<file path="src/rtl/three_stacks_in_one_array_assert.svh">
// ---------------------------------------------------------------------------
// Assertion macros for the three-stacks block.
// ---------------------------------------------------------------------------
`ifndef THREE_STACKS_IN_ONE_ARRAY_ASSERT_SVH
`define THREE_STACKS_IN_ONE_ARRAY_ASSERT_SVH

// Check a property on every rising edge of clk outside of reset.
`define TSA_ASSERT(lbl, prop, msg) \
    lbl: assert property (@(posedge clk) disable iff (!rst_n) prop) else $error(msg);

// Check a property on every rising edge of clk, reset included.
`define TSA_ASSERT_ALWAYS(lbl, prop, msg) \
    lbl: assert property (@(posedge clk) prop) else $error(msg);

`endif

</file>
<file path="src/rtl/tsa_pkg.sv">
// ---------------------------------------------------------------------------
// tsa_pkg
// Shared widths, operation codes and status codes of the stack block.
// ---------------------------------------------------------------------------
`timescale 1ns / 1ps

package tsa_pkg;

    // Field widths of a request and of a result.
    localparam int DATA_W = 32;
    localparam int OP_W   = 2;
    localparam int SEL_W  = 2;
    localparam int ST_W   = 2;

    // Default geometry of the shared storage.
    localparam int STACK_DEPTH_DEF = 16;
    localparam int NUM_STACKS_DEF  = 3;

    // Operation codes; any other code behaves as a peek.
    localparam logic [OP_W-1:0] OP_PUSH = 2'd0;
    localparam logic [OP_W-1:0] OP_POP  = 2'd1;
    localparam logic [OP_W-1:0] OP_PEEK = 2'd2;

    // Result status codes.
    localparam logic [ST_W-1:0] ST_OK    = 2'd0;
    localparam logic [ST_W-1:0] ST_EMPTY = 2'd1;
    localparam logic [ST_W-1:0] ST_FULL  = 2'd2;

    // Value returned by a pop or peek of an empty stack.
    localparam logic [DATA_W-1:0] EMPTY_VALUE = '1;

endpackage

</file>
<file path="src/rtl/tsa_ram.sv">
// ---------------------------------------------------------------------------
// tsa_ram
// Single-port storage array with a registered read, one access per cycle.
// ---------------------------------------------------------------------------
`timescale 1ns / 1ps

module tsa_ram
    import tsa_pkg::*;
#(
    parameter int DEPTH  = STACK_DEPTH_DEF * NUM_STACKS_DEF,
    parameter int ADDR_W = (DEPTH > 1) ? $clog2(DEPTH) : 1
)
(
    input  logic              clk,
    input  logic [ADDR_W-1:0] addr,
    input  logic              we,
    input  logic [DATA_W-1:0] wdata,
    input  logic              re,
    output logic [DATA_W-1:0] rdata
);

    logic [DATA_W-1:0] mem [DEPTH];
    logic [DATA_W-1:0] rdata_reg;

    // Write port.
    always_ff @(posedge clk)
    begin
        if (we)
        begin
            mem[addr] <= wdata;
        end
    end

    // Read port; the data holds until the next read.
    always_ff @(posedge clk)
    begin
        if (re)
        begin
            rdata_reg <= mem[addr];
        end
    end

    assign rdata = rdata_reg;

endmodule

</file>
<file path="src/rtl/three_stacks_in_one_array.sv">
// ---------------------------------------------------------------------------
// three_stacks_in_one_array
// Several LIFO stacks sharing one storage memory in equal partitions.
// ---------------------------------------------------------------------------
// Requests enter on the s_axis channel: tdata carries the value to push and
// tuser carries the operation (push, pop, peek) and the stack number.
// Every request gives exactly one result on the m_axis channel: tdata holds
// the top value (-1 for an empty stack, 0 for a push) and tuser the status
// (ok, empty, or full with the push dropped).
// A request is accepted in any cycle in which the pipeline can move, so the
// block sustains one request per cycle. After acceptance the result passes
// through the read stage, with its registered memory read, and then the
// output register. The per-stack entry counts sit in flip-flops and are
// updated at acceptance, so a request always sees the effect of the one
// before it, and the memory write of a push lands before any later read.
// Reset empties every stack by clearing the counts; memory contents are not
// cleared, as an entry is read only after it has been pushed.
// When the receiver holds m_axis_tready low, the output register and the
// memory read stage fill up and s_axis_tready drops until the output drains.
// ---------------------------------------------------------------------------
`timescale 1ns / 1ps

module three_stacks_in_one_array
    import tsa_pkg::*;
#(
    parameter int STACK_DEPTH = STACK_DEPTH_DEF,
    parameter int NUM_STACKS  = NUM_STACKS_DEF
)
(
    input  logic              clk,
    input  logic              rst_n,

    input  logic              s_axis_tvalid,
    output logic              s_axis_tready,
    input  logic [DATA_W-1:0] s_axis_tdata,   // [31:0] push_value
    input  logic [3:0]        s_axis_tuser,   // [1:0] req_type, [3:2] stack_sel

    output logic              m_axis_tvalid,
    input  logic              m_axis_tready,
    output logic [DATA_W-1:0] m_axis_tdata,   // [31:0] read_value
    output logic [ST_W-1:0]   m_axis_tuser    // [1:0] status
);

    localparam int TOTAL  = NUM_STACKS * STACK_DEPTH;
    localparam int ADDR_W = (TOTAL > 1) ? $clog2(TOTAL) : 1;
    localparam int CNT_W  = $clog2(STACK_DEPTH + 1);

    // Request fields.
    logic [OP_W-1:0]   req_type;
    logic [SEL_W-1:0]  stack_sel;
    logic [DATA_W-1:0] push_value;

    assign req_type   = s_axis_tuser[OP_W-1:0];
    assign stack_sel  = s_axis_tuser[OP_W+SEL_W-1:OP_W];
    assign push_value = s_axis_tdata;

    // Entry counts, one per stack.
    logic [CNT_W-1:0] count_reg  [NUM_STACKS];
    logic [CNT_W-1:0] count_next [NUM_STACKS];

    // Pipeline: read stage and output register.
    logic              s1_valid_reg;
    logic              s1_from_mem_reg;
    logic [DATA_W-1:0] s1_value_reg;
    logic [ST_W-1:0]   s1_status_reg;
    logic              out_valid_reg;
    logic [DATA_W-1:0] out_value_reg;
    logic [ST_W-1:0]   out_status_reg;

    logic              in_accept;
    logic              s1_move;
    logic              s1_wait_mem;
    logic              sel_ok;
    logic [CNT_W-1:0]  cur_count;
    logic [ADDR_W-1:0] base_addr;
    logic              is_push;
    logic              is_pop;
    logic              stack_full;
    logic              stack_empty;
    logic              mem_we;
    logic              mem_re;
    logic [ADDR_W-1:0] mem_addr;
    logic [DATA_W-1:0] mem_rdata;
    logic [DATA_W-1:0] imm_value;
    logic [ST_W-1:0]   imm_status;

    // Handshake: the read stage drains when the output register is free.
    assign s1_move       = s1_valid_reg && (!out_valid_reg || m_axis_tready);
    assign s_axis_tready = !s1_valid_reg || !out_valid_reg || m_axis_tready;
    assign in_accept     = s_axis_tvalid && s_axis_tready;

    // A stalled read stage that still waits for its memory data.
    assign s1_wait_mem = s1_valid_reg && s1_from_mem_reg && !s1_move;

    // Look up the addressed stack's count and partition base.
    always_comb
    begin
        sel_ok    = 1'b0;
        cur_count = '0;
        base_addr = '0;
        for (int s = 0; s < NUM_STACKS; s++)
        begin
            if (int'(stack_sel) == s)
            begin
                sel_ok    = 1'b1;
                cur_count = count_reg[s];
                base_addr = ADDR_W'(s * STACK_DEPTH);
            end
        end
    end

    assign is_push     = (req_type == OP_PUSH);
    assign is_pop      = (req_type == OP_POP);
    assign stack_full  = !sel_ok || (cur_count >= CNT_W'(STACK_DEPTH));
    assign stack_empty = !sel_ok || (cur_count == '0);

    // Decide the memory access and the result that needs no memory data.
    always_comb
    begin
        mem_we     = 1'b0;
        mem_re     = 1'b0;
        mem_addr   = base_addr + ADDR_W'(cur_count);
        imm_value  = '0;
        imm_status = ST_OK;
        if (is_push)
        begin
            if (stack_full)
            begin
                imm_status = ST_FULL;
            end
            else
            begin
                mem_we = in_accept;
            end
        end
        else
        begin
            mem_addr = base_addr + ADDR_W'(cur_count - CNT_W'(1));
            if (stack_empty)
            begin
                imm_value  = EMPTY_VALUE;
                imm_status = ST_EMPTY;
            end
            else
            begin
                mem_re = in_accept;
            end
        end
    end

    // Next counts: a push adds an entry, a pop removes one.
    always_comb
    begin
        for (int s = 0; s < NUM_STACKS; s++)
        begin
            count_next[s] = count_reg[s];
            if (in_accept && (int'(stack_sel) == s))
            begin
                if (is_push && !stack_full)
                begin
                    count_next[s] = count_reg[s] + CNT_W'(1);
                end
                else if (is_pop && !stack_empty)
                begin
                    count_next[s] = count_reg[s] - CNT_W'(1);
                end
            end
        end
    end

    always_ff @(posedge clk or negedge rst_n)
    begin
        if (!rst_n)
        begin
            for (int s = 0; s < NUM_STACKS; s++)
            begin
                count_reg[s] <= '0;
            end
        end
        else
        begin
            for (int s = 0; s < NUM_STACKS; s++)
            begin
                count_reg[s] <= count_next[s];
            end
        end
    end

    // Shared storage.
    tsa_ram #(
        .DEPTH  (TOTAL),
        .ADDR_W (ADDR_W)
    ) u_ram (
        .clk   (clk),
        .addr  (mem_addr),
        .we    (mem_we),
        .wdata (push_value),
        .re    (mem_re),
        .rdata (mem_rdata)
    );

    // Read stage control.
    always_ff @(posedge clk or negedge rst_n)
    begin
        if (!rst_n)
        begin
            s1_valid_reg <= 1'b0;
        end
        else if (in_accept)
        begin
            s1_valid_reg <= 1'b1;
        end
        else if (s1_move)
        begin
            s1_valid_reg <= 1'b0;
        end
    end

    // Read stage payload.
    always_ff @(posedge clk)
    begin
        if (in_accept)
        begin
            s1_from_mem_reg <= mem_re;
            s1_value_reg    <= imm_value;
            s1_status_reg   <= imm_status;
        end
    end

    // Output register control.
    always_ff @(posedge clk or negedge rst_n)
    begin
        if (!rst_n)
        begin
            out_valid_reg <= 1'b0;
        end
        else if (s1_move)
        begin
            out_valid_reg <= 1'b1;
        end
        else if (m_axis_tready)
        begin
            out_valid_reg <= 1'b0;
        end
    end

    // Output register payload.
    always_ff @(posedge clk)
    begin
        if (s1_move)
        begin
            out_value_reg  <= s1_from_mem_reg ? mem_rdata : s1_value_reg;
            out_status_reg <= s1_status_reg;
        end
    end

    assign m_axis_tvalid = out_valid_reg;
    assign m_axis_tdata  = out_value_reg;
    assign m_axis_tuser  = out_status_reg;

    // Checks on the stage logic and the count bookkeeping.
    `include "three_stacks_in_one_array_assert.svh"

    `TSA_ASSERT(a_read_data_held, s1_wait_mem |=> $stable(mem_rdata), "read data moved in a stall")
    `TSA_ASSERT(a_accept_fills_s1, in_accept |=> s1_valid_reg, "accept did not fill read stage")
    `TSA_ASSERT(a_push_has_room, mem_we |-> (cur_count < CNT_W'(STACK_DEPTH)), "push overflow")
    `TSA_ASSERT_ALWAYS(a_read_nonempty, mem_re |-> (cur_count != '0), "read of an empty stack")

endmodule

</file>
<file path="config.mk">
export PLATFORM = sky130hd
export DESIGN_NAME = three_stacks_in_one_array
export DESIGN_NICKNAME = d
export VERILOG_FILES = /design/src/rtl/tsa_pkg.sv /design/src/rtl/tsa_ram.sv /design/src/rtl/three_stacks_in_one_array.sv
export VERILOG_INCLUDE_DIRS = /design/src /design/src/rtl
export SDC_FILE = /design/constraint.sdc
export NUM_CORES = 1
export LEC_CHECK = 0
export BUFFER_PORTS_ARGS = -buffer_cell sky130_fd_sc_hd__buf_2
export CORE_MARGIN = 2
export CORE_UTILIZATION = 29
export DETAILED_ROUTE_END_ITERATION = 8
export GPL_ROUTABILITY_DRIVEN = 0
export GPL_TIMING_DRIVEN = 0
export MAX_ROUTING_LAYER = met4
export PLACE_DENSITY = 0.42
export SLEW_MARGIN = 20
export SYNTH_ARGS = -nofsm -noshare
export SYNTH_HDL_FRONTEND = slang
export SYNTH_HIERARCHICAL = 1
export SYNTH_SLANG_ARGS = --single-unit
export TNS_END_PERCENT = 30
</file>
<file path="constraint.sdc">
create_clock -name clk -period 7 [get_ports clk]
set_input_delay 0.7 -clock clk [delete_from_list [all_inputs] [get_ports clk]]
set_output_delay 0.7 -clock clk [all_outputs]
set_load 0.02 [all_outputs]
</file>
==> results.py <==
metrics = {
    "sta": {
        "period_minus_slack_ns": 6.711,
        "finalSetupViolations": 0,
        "timing.hold.ws_ns": 0.1511,
        "slew_headroom_pct": 4.894,
        "grt_setup_unrepaired": "false",
        "tightest_slew_ns": 1.427,
        "max_freq_mhz": 149.0,
        "finalCritPeriodShare_pct": 95.88,
        "fin_worst_skew_ns": 0.03502,
        "slew_violations": 0,
        "hold_viol": 0,
    },
    "clock_tree": {
        "cts_setup_buffers": 0,
        "cts_resized": 0,
        "htree_levels": 4,
        "clock_path_buffers": 3,
        "cts_tree": "done",
        "path_clk_slew_ns": 0.05,
        "cts_root_buf": "clkbuf_16",
        "clk_latency_ns": 0.85,
        "cts_hold_buf": 1,
        "cts_buffers": 178,
        "cts_sinks": 1622,
    },
    "synth": {
        "synthCells": 3505,
        "synth_ff_type": "edfxtp_1",
        "synth_compound_area_share_pct": 9.658,
        "synth_area_per_cell_um2": 17.93,
        "synth_edf_count": 1605,
        "async_flop_share_pct": 1.048,
        "synth_area_leaders": "edfxtp_1, a221oi_1, mux2i_1, mux4_2, mux2_2",
        "synth-simple-area-share_pct": 3.307,
        "syn-cell-area_um2": 62850,
        "synth_nets": 3564,
        "yosys.area.top_type": "edfxtp_1",
        "synth_top_family_by_area": "compound AO/OA/AOI/OAI gates",
        "yosys.area_share.xor_xnor_pct": 0.1812,
        "yosysWarnings": 6,
        "netlist.area_leader.share_pct": 76.69,
        "synth_seq_area_share_pct": 77.37,
        "synth-seq-cells": 1622,
        "synth-adder-area-share_pct": 0.4260,
        "synth.distinct_cells": 76,
        "synth_mux_area_share_pct": 6.831,
    },
    "place": {
        "place_inst": 6521,
        "hpwl_um": 179400,
        "io_buffers": 74,
        "place_area_um2": 69740,
    },
    "routing": {
        "highest-signal-layer": "met4",
        "drcViolationCount": 0,
        "avgViaCountPerCell": 5.655,
        "wl_per_cell_um": 38.19,
        "wl_um": 262200,
        "wl_met1_um": 109300,
        "drt-pass1-iter-count": 8,
        "vias": 38824,
        "met3WireLength_um": 25950,
        "antenna_left": 0,
        "drtIter0Drc": 5898,
        "wl_met2_um": 117000,
    },
    "power": {
        "pwr_density_cell_nw_per_um2": 462.9,
        "ir_worst_vdd_uv": 195.7,
        "p_leak_nw": 23.97,
    },
    "worst_setup_path": {
        "timing.critical_path.fanout_max": 10,
        "path_common_cell": "clkbuf_1",
        "startpoint_type": "flip-flop",
        "slowest_delay_ns": 1.00,
        "worstPathArrival_ns": 7.13,
        "worst_setup_path_end_kind": "flip-flop",
        "path_buf_inv": 3,
        "cpLargestDelayFamily": "compound AO/OA/AOI/OAI gates",
        "worst-setup-path-type": "reg -> reg",
        "critPathRequiredTime_ns": 7.42,
        "path_cells": "mux2i_1 > o2bb2ai_1 > ha_1 > inv_1 > fa_1 > nor2_1 > a31oi_1 > a2111oi_0 > nor3b_1 > xnor2_1 > clkbuf_1 > nor3_1 > clkbuf_1 > a22oi_1 > o2111ai_1",
        "crit_slowest_cell": "a22oi_1",
    },
    "run_status": {
        "status": "finished clean",
    },
    "layout": {
        "drive_gt1_share_pct": 19.82,
        "layout.nets": 3928,
        "layout_commonest_cell": "edfxtp_1",
        "fin_cells": 6865,
        "final_cell_mix": "edfxtp_1, a221oi_1, nand2_1",
        "area_delta_synth_final_pct": 19.77,
        "final_cell_area_um2": 75270,
        "largest_reg_flops": 1536,
    },
    "grt": {
        "grt-ovfl-total": 0,
        "antenna_found_initial": 31,
        "grt_start_max_net_pins": 49,
        "grt_pass1_wl_um": 343800,
        "grt_pass1_vias": 36109,
        "grt_use_total_pct": 23.86,
    },
    "floorplan": {
        "design.core.area_um2": 215000,
        "die_w_um": 469.5,
        "io-pin-count": 76,
        "rows": 170,
        "die-area_um2": 220500,
        "initial_core_util_pct": 29.22,
        "die_h_um": 469.5,
    },
    "min_path": {
        "hold_path_class": "in -> reg",
    },
    "run": {
        "max_cap_viol_count": 0,
    },
}
-- worst reg2reg max path, stage by stage (launching register included) --
cell and delay [ns]:
dfrtp_1 0.43, mux2i_1 0.12, o2bb2ai_1 0.44, ha_1 0.26, inv_1 0.05, fa_1 0.40
nor2_1 0.14, a31oi_1 0.08, a2111oi_0 0.44, nor3b_1 0.11, xnor2_1 0.53, clkbuf_1 0.79
nor3_1 0.38, clkbuf_1 0.56, a22oi_1 1.02, o2111ai_1 0.55
-- synth_stat cells, types with 24 or more instances --
master and number:
o22ai_1 65, a21oi_1 39, mux4_2 55, mux2i_1 172, nand2_1 191, a221oi_1 273
nor2_1 149, a221o_1 29, a22oi_1 106, o21ai_0 91, nand3_1 30, edfxtp_1 1605
buf_4 28, o221ai_1 24, buf_2 78, o2bb2ai_1 24, buf_6 28, clkbuf_1 91
mux2_2 108
-- final cells by class --
cell class	count	area [um^2]
buffer	244	1349
tap	2838	3551
sequential	1622	48620
antenna	21	52.55
multi-input combinational	1620	13230
timing repair buffer	184	2994
fill	20254	139800
clock buffer	225	4673
clock inverter	92	726.9
inverter	19	73.82
-- stage by stage --
| step | util (%) | power, mW | setup TNS, ns | setup slack, ns |
|---|---|---|---|---|
| global placement | 31.05 | 25.37 | -3284.93 | -2.593 |
| detailed placement | 32.43 | 25.56 | 0 | 0.06261 |
| global route | 34.99 | 35.39 | 0 | 0.05016 |
| finish | 35.00 | 34.84 | 0 | 0.2887 |
| CTS | 34.95 | 34.44 | 0 | 0.4868 |
| floorplan | - | 17.80 | 0 | 1.536 |
-- cells by family (layout without fill, tap and decap cells) --
logic type | count (synthesis) | after routing
xor+xnor | 13 | 13
compound gates | 777 | 777
mux | 345 | 345
buf+inv | 263 | 764
simple gates | 466 | 466
flops | 1622 | 1622
fa+ha+maj | 19 | 19
other cells | 0 | 21
-- routing by layer --
metal	global-route usage [%]	vias up
met1	32.02	20881
met5	-	-
met4	8.028	0
li1	-	15286
met3	5.736	447
met2	35.40	2210
-- power breakdown --
| part | internal [mW] | total (mW) | switching, mW |
|---|---|---|---|
| Clock | 4.95 | 8.92 | 3.97 |
| Sequential | 11.0 | 11.1 | 0.0775 |
| Combinational | 3.77 | 14.9 | 11.1 |
| Total | 19.7 | 34.8 | 15.2 |
-- path summary, 6_finish.rpt --
check | startpoint | endpoint | slack (ns) | cells after the start
min | s_axis_tvalid | s1_valid_reg | 0.15 | 2
max in group asynchronous | rst_n | count_reg[2] | 6.33 | 2
min reg2reg | s1_status_reg[1] | m_axis_tuser[1] | 0.44 | 0
max reg2reg | count_reg[10] | u_ram/rdata[29] | 0.29 | 15
min in group asynchronous | rst_n | count_reg[10] | 0.35 | 2
max | count_reg[10] | u_ram/rdata[29] | 0.29 | 15
Power figures use the tool's default switching activity.
